<file path="config.mk">
export PLATFORM = sky130hd
export DESIGN_NAME = aol_cell
export DESIGN_NICKNAME = d
export VERILOG_FILES = /design/src/aol_pkg.sv /design/src/aol_cell.sv
export SDC_FILE = /design/constraint.sdc
export NUM_CORES = 1
export LEC_CHECK = 0
export BUFFER_PORTS_ARGS = -buffer_cell sky130_fd_sc_hd__clkbuf_2
export CAP_MARGIN = 20
export CELL_PAD_IN_SITES_DETAIL_PLACEMENT = 2
export CELL_PAD_IN_SITES_GLOBAL_PLACEMENT = 2
export CORE_UTILIZATION = 30
export DETAILED_ROUTE_END_ITERATION = 7
export GPL_TIMING_DRIVEN = 0
export PLACE_DENSITY_LB_ADDON = 0.12
export SYNTH_ARGS = -nofsm -noshare
export SYNTH_HDL_FRONTEND = slang
export SYNTH_SLANG_ARGS = --single-unit
export TNS_END_PERCENT = 50
</file>
<file path="constraint.sdc">
create_clock -name clk -period 8.6 [get_ports clk]
set_input_delay 1.29 -clock clk [delete_from_list [all_inputs] [get_ports clk]]
set_output_delay 1.29 -clock clk [all_outputs]
set_load 0.02 [all_outputs]
</file>
<file path="src/aol_pkg.sv">
// Shared types and constants for the A* open list table.
// Depends on nothing; every other file of the block uses it.
`default_nettype none

package aol_pkg;

  localparam int DEPTH_DEF       = 64;
  localparam int COORD_WIDTH_DEF = 10;
  localparam int FIELD_COORD_W   = 10;
  localparam int COST_W          = 16;
  localparam int OCC_W           = 7;

  localparam logic [1:0] ACT_INSERT = 2'd0;
  localparam logic [1:0] ACT_UPDATE = 2'd1;
  localparam logic [1:0] ACT_POP    = 2'd2;

  localparam logic [1:0] ST_DONE    = 2'd0;
  localparam logic [1:0] ST_FULL    = 2'd1;
  localparam logic [1:0] ST_EMPTY   = 2'd2;
  localparam logic [1:0] ST_NO_UPD  = 2'd3;

  typedef enum logic {
    S_IDLE,
    S_BUSY
  } fsm_state_t;

  typedef struct packed {
    logic [1:0]               action;
    logic [FIELD_COORD_W-1:0] node_x;
    logic [FIELD_COORD_W-1:0] node_y;
    logic [COST_W-1:0]        cost_g;
    logic [COST_W-1:0]        cost_h;
    logic [FIELD_COORD_W-1:0] parent_x;
    logic [FIELD_COORD_W-1:0] parent_y;
  } req_word_t;

  typedef struct packed {
    logic [1:0]               status;
    logic [FIELD_COORD_W-1:0] out_x;
    logic [FIELD_COORD_W-1:0] out_y;
    logic [COST_W-1:0]        out_g;
    logic [COST_W-1:0]        out_h;
    logic [FIELD_COORD_W-1:0] out_parent_x;
    logic [FIELD_COORD_W-1:0] out_parent_y;
    logic [OCC_W-1:0]         occupancy;
  } res_word_t;

  typedef struct packed {
    logic       capture;
    logic       apply;
    logic [1:0] action;
  } cell_ctl_t;

endpackage

`default_nettype wire

</file>
<file path="src/aol_cell.sv">
// One slot of the open list chain: holds an entry, its valid bit and the compare flags.
// Depends on aol_pkg; neighbours are wired together by the top level.
`default_nettype none

module aol_cell #(
  parameter int EW = 72
) (
  input  logic              clk,
  input  logic              rst,
  input  aol_pkg::cell_ctl_t ctl,
  input  logic [EW-1:0]     cand,
  input  logic              left_valid,
  input  logic [EW-1:0]     left_entry,
  input  logic              right_valid,
  input  logic [EW-1:0]     right_entry,
  input  logic              take_right,
  input  logic              before_in,
  output logic              before_out,
  output logic              hit,
  output logic              valid,
  output logic [EW-1:0]     entry
);
  import aol_pkg::*;

  localparam int CW = (EW - 2 * COST_W) / 4;

  logic              flag;
  logic              cheaper;
  logic              flag_next;
  logic              cheaper_next;
  logic [COST_W:0]   key;
  logic [COST_W:0]   sum;
  logic              pos_match;
  logic              valid_next;
  logic [EW-1:0]     entry_next;

  always_comb begin
    key = {1'b0, cand[2*COST_W-1:COST_W]} + {1'b0, cand[COST_W-1:0]};
    sum = {1'b0, entry[2*COST_W-1:COST_W]} + {1'b0, entry[COST_W-1:0]};
    pos_match = (entry[EW-1 -: 2*CW] == cand[EW-1 -: 2*CW]);
    cheaper_next = (entry[2*COST_W-1:COST_W] > cand[2*COST_W-1:COST_W]);
    case (ctl.action)
      ACT_INSERT: flag_next = !valid || (key <= sum);
      ACT_UPDATE: flag_next = valid && pos_match;
      default:    flag_next = 1'b0;
    endcase
  end

  assign before_out = before_in | flag;
  assign hit        = flag && !before_in && cheaper;

  always_comb begin
    valid_next = valid;
    entry_next = entry;
    if (ctl.apply) begin
      case (ctl.action)
        ACT_INSERT: begin
          if (before_in) begin
            valid_next = left_valid;
            entry_next = left_entry;
          end else if (flag) begin
            valid_next = 1'b1;
            entry_next = cand;
          end
        end
        ACT_UPDATE: begin
          if (hit) begin
            entry_next = cand;
          end
        end
        ACT_POP: begin
          if (take_right) begin
            valid_next = right_valid;
            entry_next = right_entry;
          end
        end
        default: begin
          valid_next = valid;
        end
      endcase
    end
  end

  always_ff @(posedge clk) begin
    if (ctl.capture) begin
      flag    <= flag_next;
      cheaper <= cheaper_next;
    end
    entry <= entry_next;
  end

  always_ff @(posedge clk) begin
    if (rst) begin
      valid <= 1'b0;
    end else begin
      valid <= valid_next;
    end
  end

endmodule

`default_nettype wire

</file>
==> results.rst <==
.. list-table::
   :header-rows: 1

   * - Metric
     - Value
   * - Run status
     - completed
   * - Final critical-path required period
     - 4470 ps
   * - Die height
     - 153 µm
   * - Power dissipated by switching net loads
     - 516 µW
   * - Count of pins on the block boundary
     - 301
   * - Sort of element at the start of the critical path
     - primary input
   * - Post-synthesis cell area
     - 6880 µm²
   * - Routed wire per std cell
     - 23.4 µm
   * - Accumulated negative setup slack
     - 0 ps
   * - Max frequency
     - 224 MHz
   * - Post-route clock skew
     - 5.34 ps
   * - Data required, critical path
     - 8740 ps
   * - Largest net degree at the start of global routing
     - 38
   * - Leading post-synthesis cells by cell area
     - sky130_fd_sc_hd__edfxtp_1 32%, sky130_fd_sc_hd__ha_1 12%, sky130_fd_sc_hd__a211oi_1 8.5%
   * - Setup-violating endpoint count in the final report
     - 0
   * - Synthesized netlist net count
     - 1,062
   * - LEAKAGE
     - 0.00388 µW
   * - CTS tree
     - built
   * - Initial core utilization
     - 30.5%
   * - Worst slack, placed
     - 3770 ps
   * - # nets final
     - 1,373
   * - # rows
     - 55
   * - Final Non-Filler Cells
     - 1,369
   * - Vias
     - 7,567
   * - Number of gates resized after cts
     - 0
   * - Max Transition Viols Final
     - 0
   * - Critical Path Slowest Stage Cell
     - sky130_fd_sc_hd__fa_1
   * - Mean number of vias per cell
     - 5.53
   * - Maximum resistive drop on vdd
     - 90.5 µV
   * - Unique cell type count in the Yosys netlist
     - 53
   * - Root Buffer Master
     - sky130_fd_sc_hd__clkbuf_16
   * - Synth Register Bits
     - 75
   * - Num CTS Buffers
     - 9
   * - Die width
     - 153 µm
   * - Number of I/O port buffers
     - 299
   * - Switching Fraction
     - 37.8%
   * - Portion of total power attributed to the clock network
     - 27.6%
   * - Clock sink count
     - 75
   * - Flop2flop setup slack
     - 4620 ps
   * - Setup repair after global routing missed its margin
     - false
   * - EDFF count, synth
     - 74
   * - Filler instances
     - 2,622
   * - Pwr Density
     - 151 nW/µm²
   * - Part of the Yosys area used for sequential elements
     - 32.6%
   * - Top cell types by occurrence after synthesis
     - 102 x sky130_fd_sc_hd__a21oi_1, 78 x sky130_fd_sc_hd__a211oi_1, 74 x sky130_fd_sc_hd__edfxtp_1, 69 x sky130_fd_sc_hd__a22oi_1, 68 x sky130_fd_sc_hd__ha_1
   * - YS warnings
     - 0
   * - Final Cycle Share
     - 52.0%
   * - Category of the most critical setup path
     - primary input to flop
   * - Relative contribution of sequential cells to total power
     - 33.9%
   * - DP Wirelength
     - 26,000 µm
   * - GRT Util Overall
     - 27.3%
   * - Number of antenna violations at the first check in global routing
     - 6
   * - Fraction of power consumed by combinational cells
     - 38.5%
   * - Worst-margin pin slew
     - 785 ps
   * - Cell chain of the critical path
     - clkbuf_2, ha_1, fa_1, a211oi_1, o21ai_0, a41oi_1, o21bai_1, a21oi_1, xnor2_1, ha_1, a21o_1, a21o_1, a21oi_1, o2111ai_1, o21ai_0
   * - Area of the die
     - 23,600 µm²
   * - Number of design rule violations left after detail routing
     - 0
   * - Post-CTS clock slew at the launch and capture registers of the worst setup and hold paths
     - 70 ps
   * - Global-route wire length before repair
     - 48,500 µm
   * - Post-synthesis cell count
     - 766
   * - H-tree depth
     - 3
   * - Syn Area/Cell
     - 8.99 µm²
   * - Total area of multi-input combinational cells
     - 4320 µm²
   * - Internal power
     - 848 µW
   * - # placed instances
     - 1,351
   * - Core region area
     - 22,600 µm²
   * - ANT nets after route
     - 0
   * - Most frequently used flop master after synthesis
     - sky130_fd_sc_hd__edfxtp_1
   * - Placer congestion estimate
     - 0.859
   * - Worst min-delay path class
     - flop to flop
   * - Endpoint arrival time on the critical path
     - 4610 ps
   * - Async set-or-reset flop fraction in the synthesized netlist
     - 0%
   * - Cell accounting for the most synthesized area
     - sky130_fd_sc_hd__edfxtp_1
   * - Most common cell in the netlist
     - sky130_fd_sc_hd__a21oi_1
   * - Worst slew margin relative to its limit
     - 47.7%
   * - Area share of the largest cell type after synthesis
     - 32.3%
   * - Number of global-route vias before repair
     - 8,384
   * - Critical path capture point type
     - flop
   * - CP peak stage delay
     - 440 ps
   * - FF/Latch Area
     - 2240 µm²
   * - Layout-stage area growth over the synthesis result
     - 31.4%
   * - Post-CTS Setup Bufs
     - 0
   * - Clock buffer depth
     - 2
   * - Final setup margin
     - 4130 ps
   * - Final Hold Violating Endpoints
     - 0
   * - Share of final-layout standard cells stronger than drive strength 1
     - 30.0%
   * - Initial DRT Pass Iterations
     - 5
   * - Remaining Overflow, GRT
     - 0
   * - Insertion delay to the later sink of the worst-skew pair
     - 340 ps
   * - DRC marker count from the first detailed-route iteration
     - 284
   * - Number of hold buffers added after cts
     - 0
   * - Critical Path Fanout Max
     - 4
   * - Max-capacitance violation count
     - 0
   * - Post-Route WL
     - 32,000 µm
## final timing paths
path	from	end	depth (start not counted)
setup / recovery	cand[16]	flag$_DFFE_PP_	15
hold / removal	valid$_SDFFE_PP0P_	valid$_SDFFE_PP0P_	2
setup reg to reg	entry[16]$_DFFE_PP_	flag$_DFFE_PP_	15
hold reg to reg	valid$_SDFFE_PP0P_	valid$_SDFFE_PP0P_	2
## per-layer routing
metal / vias to the layer above / wire (µm) / global-route usage (%)
li1: 3578 / - / -
met1: 3705 / 13300 / 31.3
met2: 239 / 16100 / 49.8
met3: 39 / 1970 / 6.61
met4: 6 / 646 / 8.10
met5: - / 47 / 0
## worst max-delay path, delay by kind of cell
kind,cells,cell delay (ps)
buffers and inverters,1,130
xor gates and xnor gates,1,180
AOI/OAI and AO/OA,10,2070
adders and majority gates,3,950
## cells by family (layout without fill, tap and decap cells)
family	after synthesis	after routing	share of synthesized area [%]
AO/OA/AOI/OAI	325	325	31.3
XOR/XNOR	44	44	5.60
adder cells (fa/ha/maj)	70	70	12.9
buffers and inverters	87	403	4.80
flip-flops	75	75	32.6
multiplexers	1	1	0.145
other	0	2	0
AND/OR/NAND/NOR	164	164	12.7
## area by class of cell
cell class,instances,share of cell area [%]
Multi-Input combinational cell,604,47.8
Clock buffer,10,2.53
Antenna cell,2,0.0553
Sequential cell,75,24.8
Clock inverter,6,0.457
Tap cell,285,3.94
Inverter,37,1.54
Buffer,50,2.12
Timing Repair Buffer,300,16.8
## metrics by stage
step / hold slack (ps) / utilization, % / instance area, µm² / total power [µW]
detailed placement: 569 / 38.8 / 8770 / 996
finish: 572 / 40.1 / 9040 / 1360
floorplan: 609 / - / 6880 / 789
global route: 639 / 40.1 / 9040 / 1440
global placement: 554 / 38.7 / 8740 / 985
CTS: 579 / 40.0 / 9040 / 1370
## placed cells by master, fill, tap and decap left out, types with 3 or more instances in the layout
master / count
sky130_fd_sc_hd__a21oi_1: 102
sky130_fd_sc_hd__a32oi_1: 3
sky130_fd_sc_hd__ha_1: 68
sky130_fd_sc_hd__xor2_1: 16
sky130_fd_sc_hd__nand3_1: 4
sky130_fd_sc_hd__edfxtp_1: 74
sky130_fd_sc_hd__clkbuf_1: 43
sky130_fd_sc_hd__clkinvlp_4: 3
sky130_fd_sc_hd__o21bai_1: 3
sky130_fd_sc_hd__nor4_1: 4
sky130_fd_sc_hd__a211oi_1: 78
sky130_fd_sc_hd__nand4_1: 14
sky130_fd_sc_hd__xnor2_1: 28
sky130_fd_sc_hd__inv_1: 37
sky130_fd_sc_hd__buf_1: 7
sky130_fd_sc_hd__nand2_1: 23
sky130_fd_sc_hd__nor3_1: 4
sky130_fd_sc_hd__a21o_1: 13
sky130_fd_sc_hd__o21ai_0: 27
sky130_fd_sc_hd__o21a_1: 7
sky130_fd_sc_hd__clkbuf_16: 9
sky130_fd_sc_hd__clkbuf_2: 299
sky130_fd_sc_hd__a22oi_1: 69
sky130_fd_sc_hd__nor2b_1: 61
sky130_fd_sc_hd__nor2_1: 43
## registers in the layout, indices dropped and copies added (netlist names)
signal	cells
valid	1
entry	72
cheaper	1
flag	1
## power groups by stage
stage                     registers (µW)  clock network (µW)  logic [µW]
final                                462                 376         525
after CTS                            463                 382         529
after global placement               472                   0         512
after floorplan                      494                   0         295
after detailed placement             471                   0         526
after global routing                 465                 396         583
(Power assumes the default switching activity.)
